**src/hw/rtl/batched_request_frame_parser_crc16_top_macros.svh**
```systemverilog
// Assertion macros shared by the parser modules.
`ifndef BATCHED_REQUEST_FRAME_PARSER_CRC16_TOP_MACROS_SVH
`define BATCHED_REQUEST_FRAME_PARSER_CRC16_TOP_MACROS_SVH
// Implication checked on every rising clock edge outside reset.
`define BRFP_ASSERT(label, clk, rstn, prop, msg) \
    label: assert property (@(posedge clk) disable iff (!rstn) (prop)) else $error(msg);
// Implication checked on every rising clock edge, reset included.
`define BRFP_ASSERT_ALWAYS(label, clk, prop, msg) \
    label: assert property (@(posedge clk) (prop)) else $error(msg);
`endif

```
**src/hw/rtl/brfp_pkg.sv**
```systemverilog
// ----------------------------------------------------------------------------
// brfp_pkg
// Types and constants of the request frame parser.
// ----------------------------------------------------------------------------
package brfp_pkg;
    localparam int MAX_REQUESTS_DEF = 64;
    localparam int HEADER_BYTES = 18;
    localparam int TXID_BYTES = 16;
    localparam int QUEUE_DEPTH = 4;

    typedef enum logic [2:0] {
        ROLE_COUNT   = 3'd0,
        ROLE_LENGTH  = 3'd1,
        ROLE_OPCODE  = 3'd2,
        ROLE_TYPE    = 3'd3,
        ROLE_TXID    = 3'd4,
        ROLE_PAYLOAD = 3'd5,
        ROLE_IGNORED = 3'd6,
        ROLE_STATUS  = 3'd7
    } role_t;

    typedef enum logic [2:0] {
        ST_OK        = 3'd0,
        ST_SHORT     = 3'd1,
        ST_CRC_BAD   = 3'd2,
        ST_NO_COUNT  = 3'd3,
        ST_TABLE_CUT = 3'd4,
        ST_REQ_SHORT = 3'd5,
        ST_REQ_CUT   = 3'd6,
        ST_TOO_MANY  = 3'd7
    } status_t;

    typedef enum logic [2:0] {
        PH_COUNT    = 3'd0,
        PH_LENGTH   = 3'd1,
        PH_REQUEST  = 3'd2,
        PH_SHORTCHK = 3'd3,
        PH_DONE     = 3'd4,
        PH_ERRORED  = 3'd5
    } phase_t;

    // Queue entry from the front end to the parser.
    typedef struct packed {
        logic       body_vld;
        logic [7:0] body_byte;
        logic       frame_end;
        logic       short_frame;
        logic       crc_bad;
    } fe_item_t;

    function automatic logic [15:0] crc16_byte(input logic [15:0] crc, input logic [7:0] b);
        logic [15:0] c;
        c = crc ^ {b, 8'h00};
        for (int i = 0; i < 8; i++) begin
            c = c[15] ? ((c << 1) ^ 16'h1021) : (c << 1);
        end
        return c;
    endfunction
endpackage

```
**src/hw/rtl/brfp_front.sv**
```systemverilog
// ----------------------------------------------------------------------------
// brfp_front
// Holds the two trailer bytes back, runs the CRC and releases body bytes.
// ----------------------------------------------------------------------------
module brfp_front import brfp_pkg::*; (
    input  logic       aclk,
    input  logic       aresetn,
    input  logic       in_vld,
    output logic       in_rdy,
    input  logic [7:0] in_byte,
    input  logic       in_end,
    output logic       q_vld,
    input  logic       q_rdy,
    output fe_item_t   q_item
);
    logic [7:0]  held0_reg, held1_reg;
    logic [1:0]  cnt_reg;
    logic [15:0] crc_reg, crc_next;
    logic        fire;

    assign in_rdy = q_rdy;
    assign q_vld  = in_vld;
    assign fire   = in_vld && q_rdy;
    assign crc_next = (cnt_reg == 2'd2) ? crc16_byte(crc_reg, held0_reg) : crc_reg;

    always_comb begin
        q_item.body_vld    = (cnt_reg == 2'd2);
        q_item.body_byte   = held0_reg;
        q_item.frame_end   = in_end;
        q_item.short_frame = (cnt_reg == 2'd0);
        if (cnt_reg == 2'd2) begin
            q_item.crc_bad = ({in_byte, held1_reg} != crc_next);
        end else begin
            q_item.crc_bad = ({in_byte, held0_reg} != crc_next);
        end
    end

    always_ff @(posedge aclk) begin
        if (!aresetn) begin
            cnt_reg <= 2'd0;
            crc_reg <= 16'hFFFF;
        end else if (fire) begin
            if (in_end) begin
                cnt_reg <= 2'd0;
                crc_reg <= 16'hFFFF;
            end else begin
                crc_reg <= crc_next;
                if (cnt_reg != 2'd2) cnt_reg <= cnt_reg + 2'd1;
            end
        end
    end

    always_ff @(posedge aclk) begin
        if (fire) begin
            if (cnt_reg == 2'd2) begin
                held0_reg <= held1_reg;
                held1_reg <= in_byte;
            end else if (cnt_reg == 2'd1) begin
                held1_reg <= in_byte;
            end else begin
                held0_reg <= in_byte;
            end
        end
    end
endmodule

```
**src/hw/rtl/brfp_queue.sv**
```systemverilog
// ----------------------------------------------------------------------------
// brfp_queue
// Short FIFO between the front end and the parser.
// ----------------------------------------------------------------------------
`include "batched_request_frame_parser_crc16_top_macros.svh"
module brfp_queue import brfp_pkg::*; #(
    parameter int DEPTH = QUEUE_DEPTH
) (
    input  logic     aclk,
    input  logic     aresetn,
    input  logic     wr_vld,
    output logic     wr_rdy,
    input  fe_item_t wr_item,
    output logic     rd_vld,
    input  logic     rd_rdy,
    output fe_item_t rd_item
);
    localparam int AW = (DEPTH > 1) ? $clog2(DEPTH) : 1;
    fe_item_t          mem [DEPTH];
    logic [AW-1:0]     wp_reg, rp_reg;
    logic [AW:0]       cnt_reg;
    logic              wr, rd;

    assign wr_rdy  = (cnt_reg != (AW+1)'(DEPTH));
    assign rd_vld  = (cnt_reg != '0);
    assign rd_item = mem[rp_reg];
    assign wr = wr_vld && wr_rdy;
    assign rd = rd_vld && rd_rdy;

    always_ff @(posedge aclk) begin
        if (wr) mem[wp_reg] <= wr_item;
    end

    always_ff @(posedge aclk) begin
        if (!aresetn) begin
            wp_reg  <= '0;
            rp_reg  <= '0;
            cnt_reg <= '0;
        end else begin
            if (wr) wp_reg <= (wp_reg == AW'(DEPTH-1)) ? '0 : wp_reg + 1'b1;
            if (rd) rp_reg <= (rp_reg == AW'(DEPTH-1)) ? '0 : rp_reg + 1'b1;
            cnt_reg <= cnt_reg + (AW+1)'(wr) - (AW+1)'(rd);
        end
    end

    `BRFP_ASSERT(a_no_overflow, aclk, aresetn, cnt_reg <= (AW+1)'(DEPTH), "queue overflow")
    `BRFP_ASSERT(a_cnt_up, aclk, aresetn, (wr && !rd) |=> cnt_reg == $past(cnt_reg) + 1'b1, "count")
    `BRFP_ASSERT_ALWAYS(a_rst_empty, aclk, !aresetn |=> !rd_vld, "not empty after reset")
endmodule

```
**src/hw/rtl/brfp_back.sv**
```systemverilog
// ----------------------------------------------------------------------------
// brfp_back
// Parses body bytes into roles and produces the end-of-frame status.
// ----------------------------------------------------------------------------
`include "batched_request_frame_parser_crc16_top_macros.svh"
module brfp_back import brfp_pkg::*; #(
    parameter int MAX_REQUESTS = MAX_REQUESTS_DEF
) (
    input  logic        aclk,
    input  logic        aresetn,
    input  logic        q_vld,
    output logic        q_rdy,
    input  fe_item_t    q_item,
    output logic        m_vld,
    input  logic        m_rdy,
    output logic [7:0]  m_byte,
    output logic [2:0]  m_role,
    output logic [5:0]  m_idx,
    output logic [15:0] m_off,
    output logic [2:0]  m_status,
    output logic        m_last
);
    localparam int TW = (MAX_REQUESTS > 1) ? $clog2(MAX_REQUESTS) : 1;
    localparam int EW = $clog2(MAX_REQUESTS + 1) + 1;

    phase_t        phase_reg, phase_next;
    logic [15:0]   total_reg, total_next;
    logic [EW-1:0] entry_reg, entry_next;
    logic [15:0]   off_reg, off_next;
    logic [7:0]    low_reg, low_next;
    logic [2:0]    err_reg, err_next;
    logic [15:0]   table_mem [MAX_REQUESTS];
    logic [15:0]   len_reg;
    logic [15:0]   nlen_reg;
    logic          tw_en;
    logic [TW-1:0] tw_addr, tr_addr, nr_addr;
    logic [15:0]   tw_data;
    logic          stall_reg, rd_pend;

    // Two output result slots; slot B holds the status following a body byte.
    logic          a_vld_reg, b_vld_reg;
    logic [35:0]   a_reg, b_reg;
    logic          take, out_free;
    logic [35:0]   body_res, stat_res;
    logic [2:0]    st;
    logic [15:0]   off1;
    logic [EW-1:0] nidx;

    assign out_free = !a_vld_reg || (m_rdy && !b_vld_reg);
    assign rd_pend  = (phase_reg == PH_REQUEST || phase_reg == PH_SHORTCHK) && stall_reg;
    assign q_rdy    = out_free && !rd_pend;
    assign take     = q_vld && q_rdy;
    assign off1     = off_reg + 16'd1;

    always_ff @(posedge aclk) begin
        if (tw_en) table_mem[tw_addr] <= tw_data;
        len_reg  <= (tw_en && tw_addr == tr_addr) ? tw_data : table_mem[tr_addr];
        nlen_reg <= table_mem[nr_addr];
    end

    always_comb begin
        phase_next = phase_reg;
        total_next = total_reg;
        entry_next = entry_reg;
        off_next   = off_reg;
        low_next   = low_reg;
        err_next   = err_reg;
        tw_en      = 1'b0;
        tw_addr    = entry_reg[TW-1:0];
        tw_data    = {q_item.body_byte, low_reg};
        tr_addr    = entry_reg[TW-1:0];
        nidx       = entry_reg + 1'b1;
        nr_addr    = (phase_reg == PH_LENGTH) ? '0 : nidx[TW-1:0];
        body_res   = {q_item.body_byte, ROLE_IGNORED, 6'd0, 16'd0, 3'd0};
        if (take && q_item.body_vld) begin
            unique case (phase_reg)
                PH_COUNT: begin
                    body_res = {q_item.body_byte, ROLE_COUNT, 6'd0, off_reg, 3'd0};
                    if (off_reg == 16'd0) begin
                        low_next = q_item.body_byte;
                        off_next = 16'd1;
                    end else begin
                        total_next = {q_item.body_byte, low_reg};
                        off_next   = 16'd0;
                        entry_next = '0;
                        if ({q_item.body_byte, low_reg} > 16'(MAX_REQUESTS)) begin
                            err_next = ST_TOO_MANY;
                            phase_next = PH_ERRORED;
                        end else if ({q_item.body_byte, low_reg} == 16'd0) begin
                            phase_next = PH_DONE;
                        end else begin
                            phase_next = PH_LENGTH;
                        end
                    end
                end
                PH_LENGTH: begin
                    body_res = {q_item.body_byte, ROLE_LENGTH, 6'(entry_reg), off_reg, 3'd0};
                    if (off_reg == 16'd0) begin
                        low_next = q_item.body_byte;
                        off_next = 16'd1;
                    end else begin
                        tw_en = 1'b1;
                        off_next = 16'd0;
                        if (16'(nidx) >= total_reg) begin
                            entry_next = '0;
                            tr_addr = '0;
                            phase_next = PH_REQUEST;
                        end else begin
                            entry_next = nidx;
                        end
                    end
                end
                PH_REQUEST: begin
                    if (off_reg == 16'd0) begin
                        body_res = {q_item.body_byte, ROLE_OPCODE, 6'(entry_reg), 16'd0, 3'd0};
                    end else if (off_reg == 16'd1) begin
                        body_res = {q_item.body_byte, ROLE_TYPE, 6'(entry_reg), 16'd0, 3'd0};
                    end else if (off_reg < 16'(2 + TXID_BYTES)) begin
                        body_res = {q_item.body_byte, ROLE_TXID, 6'(entry_reg),
                                    off_reg - 16'd2, 3'd0};
                    end else begin
                        body_res = {q_item.body_byte, ROLE_PAYLOAD, 6'(entry_reg),
                                    off_reg - 16'(HEADER_BYTES), 3'd0};
                    end
                    off_next = off1;
                    if (off1 >= len_reg) begin
                        off_next = 16'd0;
                        entry_next = nidx;
                        tr_addr = nidx[TW-1:0];
                    end
                end
                PH_SHORTCHK: begin
                    off_next = off1;
                    if (off1 >= len_reg) begin
                        err_next = ST_REQ_SHORT;
                        phase_next = PH_ERRORED;
                    end
                end
                default: ;
            endcase
        end
    end

    // Request entry is classified in the cycle after its length is read.
    logic classify;
    assign classify = stall_reg;

    always_comb begin
        if (q_item.short_frame)       st = ST_SHORT;
        else if (q_item.crc_bad)      st = ST_CRC_BAD;
        else if (err_next != 3'd0)    st = err_next;
        else begin
            unique case (phase_next)
                PH_COUNT:    st = ST_NO_COUNT;
                PH_LENGTH:   st = ST_TABLE_CUT;
                PH_REQUEST:  st = (entry_next == '0 && phase_reg == PH_LENGTH) ||
                                  (entry_next != entry_reg) ?
                                  ((16'(entry_next) >= total_reg ||
                                    entry_next >= EW'(MAX_REQUESTS)) ? ST_OK : ST_REQ_CUT)
                                  : ST_REQ_CUT;
                PH_SHORTCHK: st = ST_REQ_CUT;
                default:     st = ST_OK;
            endcase
        end
        stat_res = {8'd0, ROLE_STATUS, 6'd0, 16'd0, st};
    end

    logic enter_req;
    assign enter_req = take && q_item.body_vld && (phase_next == PH_REQUEST) &&
                       ((phase_reg == PH_LENGTH) || (entry_next != entry_reg));

    always_ff @(posedge aclk) begin
        if (!aresetn) begin
            phase_reg <= PH_COUNT;
            total_reg <= '0;
            entry_reg <= '0;
            off_reg   <= '0;
            low_reg   <= '0;
            err_reg   <= '0;
            stall_reg <= 1'b0;
        end else if (take && q_item.frame_end) begin
            phase_reg <= PH_COUNT;
            total_reg <= '0;
            entry_reg <= '0;
            off_reg   <= '0;
            low_reg   <= '0;
            err_reg   <= '0;
            stall_reg <= 1'b0;
        end else if (classify) begin
            stall_reg <= 1'b0;
            if (16'(entry_reg) >= total_reg || entry_reg >= EW'(MAX_REQUESTS)) begin
                phase_reg <= PH_DONE;
            end else if (len_reg >= 16'(HEADER_BYTES)) begin
                phase_reg <= PH_REQUEST;
            end else if (len_reg == 16'd0) begin
                err_reg <= ST_REQ_SHORT;
                phase_reg <= PH_ERRORED;
            end else begin
                phase_reg <= PH_SHORTCHK;
            end
        end else if (take) begin
            phase_reg <= phase_next;
            total_reg <= total_next;
            entry_reg <= entry_next;
            off_reg   <= off_next;
            low_reg   <= low_next;
            err_reg   <= err_next;
            stall_reg <= enter_req;
        end
    end

    // The status of a frame whose request entry is still unclassified is settled
    // from the same rule: a new request with bytes left to come counts as cut,
    // except a zero length, which the rule above reports as short.
    logic [15:0] new_len;
    logic [2:0]  st_fix;
    assign new_len = (phase_reg == PH_LENGTH && tw_addr == '0) ? tw_data : nlen_reg;

    always_comb begin
        st_fix = st;
        if (!q_item.short_frame && !q_item.crc_bad && err_next == 3'd0 && enter_req &&
            16'(entry_next) < total_reg && entry_next < EW'(MAX_REQUESTS) &&
            new_len == 16'd0) begin
            st_fix = ST_REQ_SHORT;
        end
    end

    always_ff @(posedge aclk) begin
        if (!aresetn) begin
            a_vld_reg <= 1'b0;
            b_vld_reg <= 1'b0;
        end else if (take && (q_item.body_vld || q_item.frame_end)) begin
            a_vld_reg <= 1'b1;
            if (q_item.body_vld) begin
                a_reg     <= body_res;
                b_vld_reg <= q_item.frame_end;
                b_reg     <= {stat_res[35:3], st_fix};
            end else begin
                a_reg <= {stat_res[35:3], st_fix};
            end
        end else if (b_vld_reg && m_rdy) begin
            a_reg     <= b_reg;
            b_vld_reg <= 1'b0;
        end else if (a_vld_reg && m_rdy) begin
            a_vld_reg <= 1'b0;
        end
    end

    assign m_vld    = a_vld_reg;
    assign m_byte   = a_reg[35:28];
    assign m_role   = a_reg[27:25];
    assign m_idx    = a_reg[24:19];
    assign m_off    = a_reg[18:3];
    assign m_status = a_reg[2:0];
    assign m_last   = (a_reg[27:25] == ROLE_STATUS);

    `BRFP_ASSERT(a_b_needs_a, aclk, aresetn, b_vld_reg |-> a_vld_reg, "slot B without A")
    `BRFP_ASSERT(a_hold, aclk, aresetn, (m_vld && !m_rdy) |=> m_vld, "result dropped")
    `BRFP_ASSERT(a_stall_one, aclk, aresetn, stall_reg |=> !stall_reg, "stall too long")
endmodule

```
**src/hw/rtl/batched_request_frame_parser_crc16_top.sv**
```systemverilog
// ----------------------------------------------------------------------------
// batched_request_frame_parser_crc16_top
// Length-prefixed request frame parser with CRC-16/CCITT-FALSE trailer.
// ----------------------------------------------------------------------------
// Frame bytes enter on the s_axis channel, with tlast on the final byte.
// Every body byte leaves on the m_axis channel tagged with its role, request
// index and field offset; after the final byte one status result follows
// with tlast set. The last two frame bytes are the CRC trailer and are held
// back, so a body byte is released two input bytes after it entered and then
// passes through the queue and the output registers.
// One byte is taken per cycle while the receiver keeps up and the parser does
// not pause. Before the first byte of each request the parser pauses to read
// that request's length from the table memory. A body byte and a frame end in
// the same queue item give two results, the byte first and then the status.
// Reset empties the queue and output registers and starts a new frame; the
// length table needs no clearing. When the receiver stalls, results stay in
// the output registers, the queue fills and s_axis_tready falls.
// ----------------------------------------------------------------------------
module batched_request_frame_parser_crc16_top import brfp_pkg::*; #(
    parameter int MAX_REQUESTS = MAX_REQUESTS_DEF
) (
    input  logic        aclk,
    input  logic        aresetn,
    input  logic        s_axis_tvalid,
    output logic        s_axis_tready,
    input  logic [7:0]  s_axis_tdata,   // data_byte
    input  logic        s_axis_tlast,   // frame_end
    output logic        m_axis_tvalid,
    input  logic        m_axis_tready,
    output logic [31:0] m_axis_tdata,   // out_byte, request_index, field_offset, zero fill
    output logic [5:0]  m_axis_tuser,   // role, status
    output logic        m_axis_tlast    // run_last
);
    logic     fq_vld, fq_rdy, qb_vld, qb_rdy;
    fe_item_t fq_item, qb_item;
    logic [7:0]  o_byte;
    logic [2:0]  o_role, o_status;
    logic [5:0]  o_idx;
    logic [15:0] o_off;

    brfp_front u_front (
        .aclk(aclk), .aresetn(aresetn),
        .in_vld(s_axis_tvalid), .in_rdy(s_axis_tready),
        .in_byte(s_axis_tdata), .in_end(s_axis_tlast),
        .q_vld(fq_vld), .q_rdy(fq_rdy), .q_item(fq_item)
    );

    brfp_queue #(.DEPTH(QUEUE_DEPTH)) u_queue (
        .aclk(aclk), .aresetn(aresetn),
        .wr_vld(fq_vld), .wr_rdy(fq_rdy), .wr_item(fq_item),
        .rd_vld(qb_vld), .rd_rdy(qb_rdy), .rd_item(qb_item)
    );

    brfp_back #(.MAX_REQUESTS(MAX_REQUESTS)) u_back (
        .aclk(aclk), .aresetn(aresetn),
        .q_vld(qb_vld), .q_rdy(qb_rdy), .q_item(qb_item),
        .m_vld(m_axis_tvalid), .m_rdy(m_axis_tready),
        .m_byte(o_byte), .m_role(o_role), .m_idx(o_idx), .m_off(o_off),
        .m_status(o_status), .m_last(m_axis_tlast)
    );

    assign m_axis_tdata = {2'b00, o_off, o_idx, o_byte};
    assign m_axis_tuser = {o_status, o_role};
endmodule

```
**config.mk**
```make
export PLATFORM = sky130hd
export DESIGN_NAME = batched_request_frame_parser_crc16_top
export DESIGN_NICKNAME = d
export VERILOG_FILES = /design/src/hw/rtl/brfp_pkg.sv /design/src/hw/rtl/brfp_front.sv /design/src/hw/rtl/brfp_queue.sv /design/src/hw/rtl/brfp_back.sv /design/src/hw/rtl/batched_request_frame_parser_crc16_top.sv
export VERILOG_INCLUDE_DIRS = /design/src /design/src/hw/rtl
export SDC_FILE = /design/constraint.sdc
export NUM_CORES = 2
export LEC_CHECK = 0
export ABC_AREA = 1
export BUFFER_PORTS_ARGS = -buffer_cell sky130_fd_sc_hd__buf_2
export CAP_MARGIN = 20
export CELL_PAD_IN_SITES_DETAIL_PLACEMENT = 0
export CELL_PAD_IN_SITES_GLOBAL_PLACEMENT = 1
export CORE_MARGIN = 3
export CORE_UTILIZATION = 25
export CTS_CLUSTER_DIAMETER = 100
export DETAILED_ROUTE_END_ITERATION = 10
export MAX_ROUTING_LAYER = met4
export PLACE_DENSITY = 0.51
export SETUP_SLACK_MARGIN = 0.02
export SYNTH_ARGS = -nofsm -noshare
export SYNTH_HDL_FRONTEND = slang
export SYNTH_SLANG_ARGS = --single-unit
```
**constraint.sdc**
```tcl
create_clock -name aclk -period 5.5 [get_ports aclk]
set_input_delay 0 -clock aclk [delete_from_list [all_inputs] [get_ports aclk]]
set_output_delay 0 -clock aclk [all_outputs]
set_load 0.02 [all_outputs]
```
# Word level (Yosys, flattened, before mapping)
# Memory sizes are Yosys's and may differ from the RTL's. A register that Yosys moved wholly into a read port is not among the register bits.
# Cells that the tools add are included.
[classes]
n_reduce_logical = 65
n_lt_le_gt_ge = 11
bitwise_logic = 13
n_mux = 88
addsub = 9
eq_ne = 23
[op_table]
columns = ["op", "n"]
rows = [
  ["two-way mux 36 bit", 3],
  ["two-way mux 13 bit", 8],
  ["two-way mux 28 bit", 3],
  ["case mux 28 bit (3 select lines)", 1],
  ["two-way mux 3 bit", 27],
  ["two-way mux 8 bit", 9],
  ["logical NOT 16 bit", 4],
  ["two-way mux 16 bit", 4],
  ["greater-or-equal comparator 8 x 16 -> 1 bit", 3],
  ["case mux 16 bit (3 select lines)", 1],
  ["inequality test 16 bit", 2],
  ["two-way mux 6 bit", 5],
  ["two-way mux 26 bit", 1],
  ["inverter 3 bit", 8],
  ["case mux 8 bit (3 select lines)", 1],
  ["logical AND 1 bit", 20],
  ["adder 16 x 1 -> 16 bit (second input constant)", 1],
  ["equality test 16 x 1 -> 1 bit (second input constant)", 1],
  ["greater-or-equal comparator 16 bit", 1],
  ["greater-or-equal comparator 16 x 5 -> 1 bit (second input constant)", 1],
  ["greater-or-equal comparator 8 x 7 -> 1 bit (second input constant)", 2],
  ["> comparator 16 x 7 -> 1 bit (second input constant)", 1],
  ["< comparator 16 x 5 -> 1 bit (second input constant)", 1],
  ["< comparator 8 x 16 -> 1 bit", 1],
  ["other kinds (38)", 100],
]
[totals]
mem_bits_rw = 1072
mem_count = 2
in_bits = 13
ff_bits = 137
[mem_list]
columns = ["name", "depth", "width", "read_ports", "rd_clocked_by_memory_dff", "wr", "line", "source"]
rows = [
  ["u_back.table_mem", 64, 16, 2, 2, 1, "brfp_back.sv:32", "logic [15:0] table_mem [MAX_REQUESTS];"],
  ["u_queue.mem", 4, 12, 1, 1, 1, "brfp_queue.sv:19", "fe_item_t mem [DEPTH];"],
]

# Depth between registers and ports, before layout
[depth]
depth_word = 20
mapped_depth = 42
ltp_nobuf = 40

# Modules after synthesis
# From an unflattened synthesis, not the netlist that was laid out.
[unflattened]
hier_cells = 6421
hier_area_um2 = 61372.6
[by_module_without_submodules]
columns = ["module", "n_inst", "area_per_inst_um2", "cells_per_inst", "seq_area_each_um2"]
rows = [
  ["brfp_back", 1, 56671.9, 5886, 33502.1],
  ["brfp_front", 1, 2393.5, 354, 840.8],
  ["brfp_queue", 1, 2288.4, 178, 1621.6],
  ["batched_request_frame_parser_crc16_top", 1, 18.8, 3, 0.0],
]

# Worst setup path before layout
# OpenSTA, ideal clock, no wires.
[synth_timing]
kind = "register -> register"
start = "register u_back.off_reg[1]"
end = "register u_back.a_reg[1] (data pin)"
stages_incl_launch_ff = 31
setup_slack_ns = 0.937
setup_ns = 0.253
t_arrival_ns = 4.310
period_less_slack_ns = 4.563
t_required_ns = 5.247
path_buffers = 0
path_cell_list = "dfxtp_1 ha_1 nand2_1 nor3_1 nand3_1 nor3_1 nand3_1 nor2_1 nand4_1 xnor2_1 ha_1 a21oi_1 o21ai_0 nor2_2 nand2_2 nand2_1 nand3_1 nand2_1 o21ai_0 inv_1 ha_1 a21oi_1 o21a_1 o221ai_1 a21oi_1 nand3_1 nand3b_1 nand2_1 inv_2 nand3_1 nand2_1"
[synth_via]
elab_chain_cells = 16
[synth_rtl]
columns = ["element", "line", "source"]
rows = [
  ["start: declaration", "brfp_back.sv:29", "logic [15:0] off_reg, off_next;"],
  ["start signal: assignment", "brfp_back.sv:205", "off_reg <= off_next;"],
  ["adder 16 x 1 -> 16 bit", "brfp_back.sv:53", "assign off1 = off_reg + 16'd1;"],
  ["greater-or-equal comparator 16 bit", "brfp_back.sv:126", "if (off1 >= len_reg) begin"],
  ["two-way mux 8 bit", "brfp_back.sv:126", ""],
  ["case mux 8 bit (3 select lines) (*)", "brfp_back.sv:76", "unique case (phase_reg)"],
  ["two-way mux 8 bit (*)", "brfp_back.sv:75", "if (take && q_item.body_vld) begin"],
  ["named net u_back.entry_next[3]", "brfp_back.sv:28", "logic [EW-1:0] entry_reg, entry_next;"],
  ["greater-or-equal comparator 8 x 16 -> 1 bit (tied with other cells)", "brfp_back.sv:158", "((16'(entry_next) >= total_reg ||"],
  ["logical OR 1 bit or logical AND 1 bit (tied branches)", "brfp_back.sv:158, brfp_back.sv:156", ""],
  ["two-way mux 3 bit or logical OR 1 bit (tied branches)", "brfp_back.sv:159, brfp_back.sv:156", ""],
  ["two-way mux 3 bit", "brfp_back.sv:157", "(entry_next != entry_reg) ?"],
  ["case mux 3 bit (4 select lines)", "brfp_back.sv:153", "unique case (phase_next)"],
  ["two-way mux 3 bit", "brfp_back.sv:151", "else if (err_next != 3'd0) st = err_next;"],
  ["two-way mux 3 bit", "brfp_back.sv:150", "else if (q_item.crc_bad) st = ST_CRC_BAD;"],
  ["two-way mux 3 bit", "brfp_back.sv:149", "if (q_item.short_frame) st = ST_SHORT;"],
  ["two-way mux 3 bit (*)", "brfp_back.sv:221", "if (!q_item.short_frame && !q_item.crc_bad && err_next == 3'd0 && enter_req &&"],
  ["two-way mux 36 bit (*)", "brfp_back.sv:234", "if (q_item.body_vld) begin"],
  ["two-way mux 36 bit (*)", "brfp_back.sv:232", "end else if (take && (q_item.body_vld || q_item.frame_end)) begin"],
  ["end signal: assignment", "brfp_back.sv:235", "a_reg <= body_res;"],
  ["end signal: assignment", "brfp_back.sv:239", "a_reg <= {stat_res[35:3], st_fix};"],
  ["end signal: assignment", "brfp_back.sv:242", "a_reg <= b_reg;"],
  ["end: declaration", "brfp_back.sv:42", "logic [35:0] a_reg, b_reg;"],
]
# The timed path passes the listed nets; every way through them passes the cells marked *.
# A chain may end at the register's enable or synchronous reset.

==> impl_metrics.ini <==
[power]
p_leak_nw = 26.29
pwr_density_cell_nw_per_um2 = 551.8
ir_drop_uv = 611.4

[logic_synthesis]
synth_edf_count = 1127
netlist_area_um2 = 60860
synthMuxAreaShare_pct = 0.04934
yosys_warnings = 0
synth_top_family_by_area = compound AO/OA/AOI/OAI gates
syn_inst = 6349
synth_top_area_cell = edfxtp_1
synth-seq-cells = 1233
synthAdderAreaFrac_pct = 1.221
synthFlopType = edfxtp_1
synth-xor-area-share_pct = 0.8922
syn_area_per_cell_um2 = 9.586
async_flop_share_pct = 0
yosys.area_share.simple_pct = 13.52
synth_top_area_share_pct = 55.61
synth_area_leaders = edfxtp_1 (56%), o21ai_0 (9.7%), nor2_1 (7.5%), dfxtp_1 (3.5%), nand2_1 (3.5%)
synth_cell_types = 57
synth-compound-area-share_pct = 19.93
seq_area_frac_synth_pct = 59.09

[clock_network]
cts_tree = yes
clk-insertion-delay-late_ps = 810
clkSinkCount = 1233
cts_made_buffers = 150
clk_pin_slew_worst_paths_ps = 60
cts-root-buf = clkbuf_16
h-tree-depth = 4
cts_buffer_depth = 3

[finish]
post_route_cells_drive_above_1_share_pct = 16.24
largest_reg_flops = 1024
finalCoreUtilization_pct = 30.96
syn_to_final_growth_pct = 22.82
nets = 6717
fin_area_um2 = 74750

[global_route]
grt_pass1_wl_um = 373400
grt_max_degree = 110
gr-total-overflow = 0
antenna_found_initial = 11
grt_usage_pct = 21.04
grt_pass1_vias = 50500

[critical_path]
cp.arrival_ps = 5890
crit_top_cell = nand2_1
cpPeakStageDelay_ps = 380
critPathKind = reg2reg
end_kind = register
crit_fanout = 8
required_ps = 6050
crit_slowest_cell = dfxtp_4
startpoint_type = register

[sta]
finalSetupTns_ps = 0
worst_slack_ps = 162.1
setup_viol = 0
period_share_pct = 97.05
fmax_mhz = 187.3
finClkSkew_ps = 36.03
finalMaxSlewViolations = 0
tightest_slew_ps = 1163
holdWs_ps = 82.01
fin_crit_ps = 5338
hold_violations = 0
rsz0062_at_grt = yes
slew_headroom_pct = 22.47

[route]
wl_per_cell_um = 26.88
final_antenna_net_count = 0
vias = 52580
vias_per_cell = 5.279
firstDrtPassIters = 6
drt_wl_total_um = 267700
route.detailed.drc = 0
drt-initial-drc-count = 6384

[floorplanning]
die_x_um = 499.4
dieArea_um2 = 249400
initial_core_util_pct = 25.21
die_y_um = 499.4
io_pins = 54
rows = 180
core_area_um2 = 241400

[placement]
portBuffers = 51
dpl.hpwl_um = 160500
place_area_um2 = 67950
gp_congestion = 0.8704
post-place-ws_ps = -237.5

[job]
drv_cap = 0

[status]
status = finished, final reports clean

[min_path]
hold_path_class = in2reg
[worst max-delay path: cells and delay by family, from the launching register on]
family	cells	cell delay [ps]
buf+inv	7	980
flops	1	380
fa+ha+maj	2	470
compound gates	10	1640
simple gates	18	1560
[per-layer routing]
layer / global-route usage (%) / vias to the layer above / wire length (um)
met5: - / - / 0
met4: 7.223 / 0 / 9780
met3: 2.690 / 445 / 17870
met2: 32.94 / 2307 / 122100
met1: 28.09 / 26270 / 117900
li1: - / 23560 / -
[through the flow]
stage	power [mW]	cells
after CTS	40.52	9910
after global placement	30.57	9600
after detailed placement	30.55	9600
after floorplan	21.68	6350
final	41.25	9959
after global routing	43.19	9955
[what timing repair did]
action / CTS / global route
setup endpoints to repair: 6 / 6
cloned: 4 / 22
hold buffers: 23 / 0
pin swaps: 4 / 78
hold endpoints to repair: 115 / 0
setup buffers: 10 / 21
gates resized for setup: 25 / 314
[kinds of logic after synthesis]
family,after synthesis
xor+xnor,62
fa+ha+maj,59
compound gates,2111
buf+inv,815
other cells,1
mux,3
flops,1233
simple gates,2065
[area by class of cell]
class / instances / area (um^2)
Antenna cell: 7 / 17.52
Clock buffer: 192 / 3984
Clock inverter: 81 / 701.9
Fill cell: 24890 / 166700
Inverter: 329 / 1291
Multi-Input combinational cell: 4302 / 22590
Sequential cell: 1233 / 35990
Tap cell: 3185 / 3985
Timing Repair Buffer: 628 / 6153
Timing Repair inverter: 2 / 36.28
[cells in the mapped netlist, types with 13 or more instances]
library cell / number
a21oi_1: 275
a31oi_1: 13
buf_1: 33
buf_2: 80
clkbuf_1: 361
dfxtp_1: 106
edfxtp_1: 1127
ha_1: 57
inv_1: 310
inv_2: 13
nand2_1: 563
nand3_1: 211
nand4_1: 17
nor2_1: 1208
nor3_1: 17
o211ai_1: 116
o21ai_0: 1181
o221ai_1: 104
o22ai_1: 253
o311ai_0: 73
o31ai_1: 36
or2_2: 17
xnor2_1: 19
xor2_1: 43
[cells in the final DEF, fill, tap and decap left out, drive strengths merged, types with 8 or more instances in the layout]
master,synthesis,layout
inv,323,332
nand2,568,568
nand4,17,17
a32o,9,9
dlygate4sd3,0,23
nand3,212,212
buf,124,585
xnor2,19,19
o21bai,11,11
clkinv,6,70
clkbuf,362,210
a21oi,277,277
a31oi,13,13
ha,57,57
o31ai,36,36
nor2,1216,1216
nor4,10,10
o311ai,75,75
edfxtp,1127,1127
nor3,18,18
xor2,43,43
o22ai,253,253
a211oi,8,8
or2,18,18
o211ai,116,116
dfxtp,106,106
o221ai,104,104
o21ai,1188,1188
[where the power goes]
group | internal (mW) | switching (mW)
combinational | 5.50 | 13.5
clock | 5.48 | 4.21
sequential | 12.3 | 0.267
[path summary, 6_finish.rpt]
kind | end | slack [ps] | startpoint | cells after the start
max | u_back.a_reg[2] | 160 | register | 37
min | u_front.held0_reg[0] | 80 | s_axis_tdata[0] | 4
max reg2reg | u_back.a_reg[2] | 160 | register | 37
min reg2reg | u_back.err_reg[1] | 490 | u_back.err_reg[1] | 2
No activity file was read; power rests on OpenSTA's default activity.
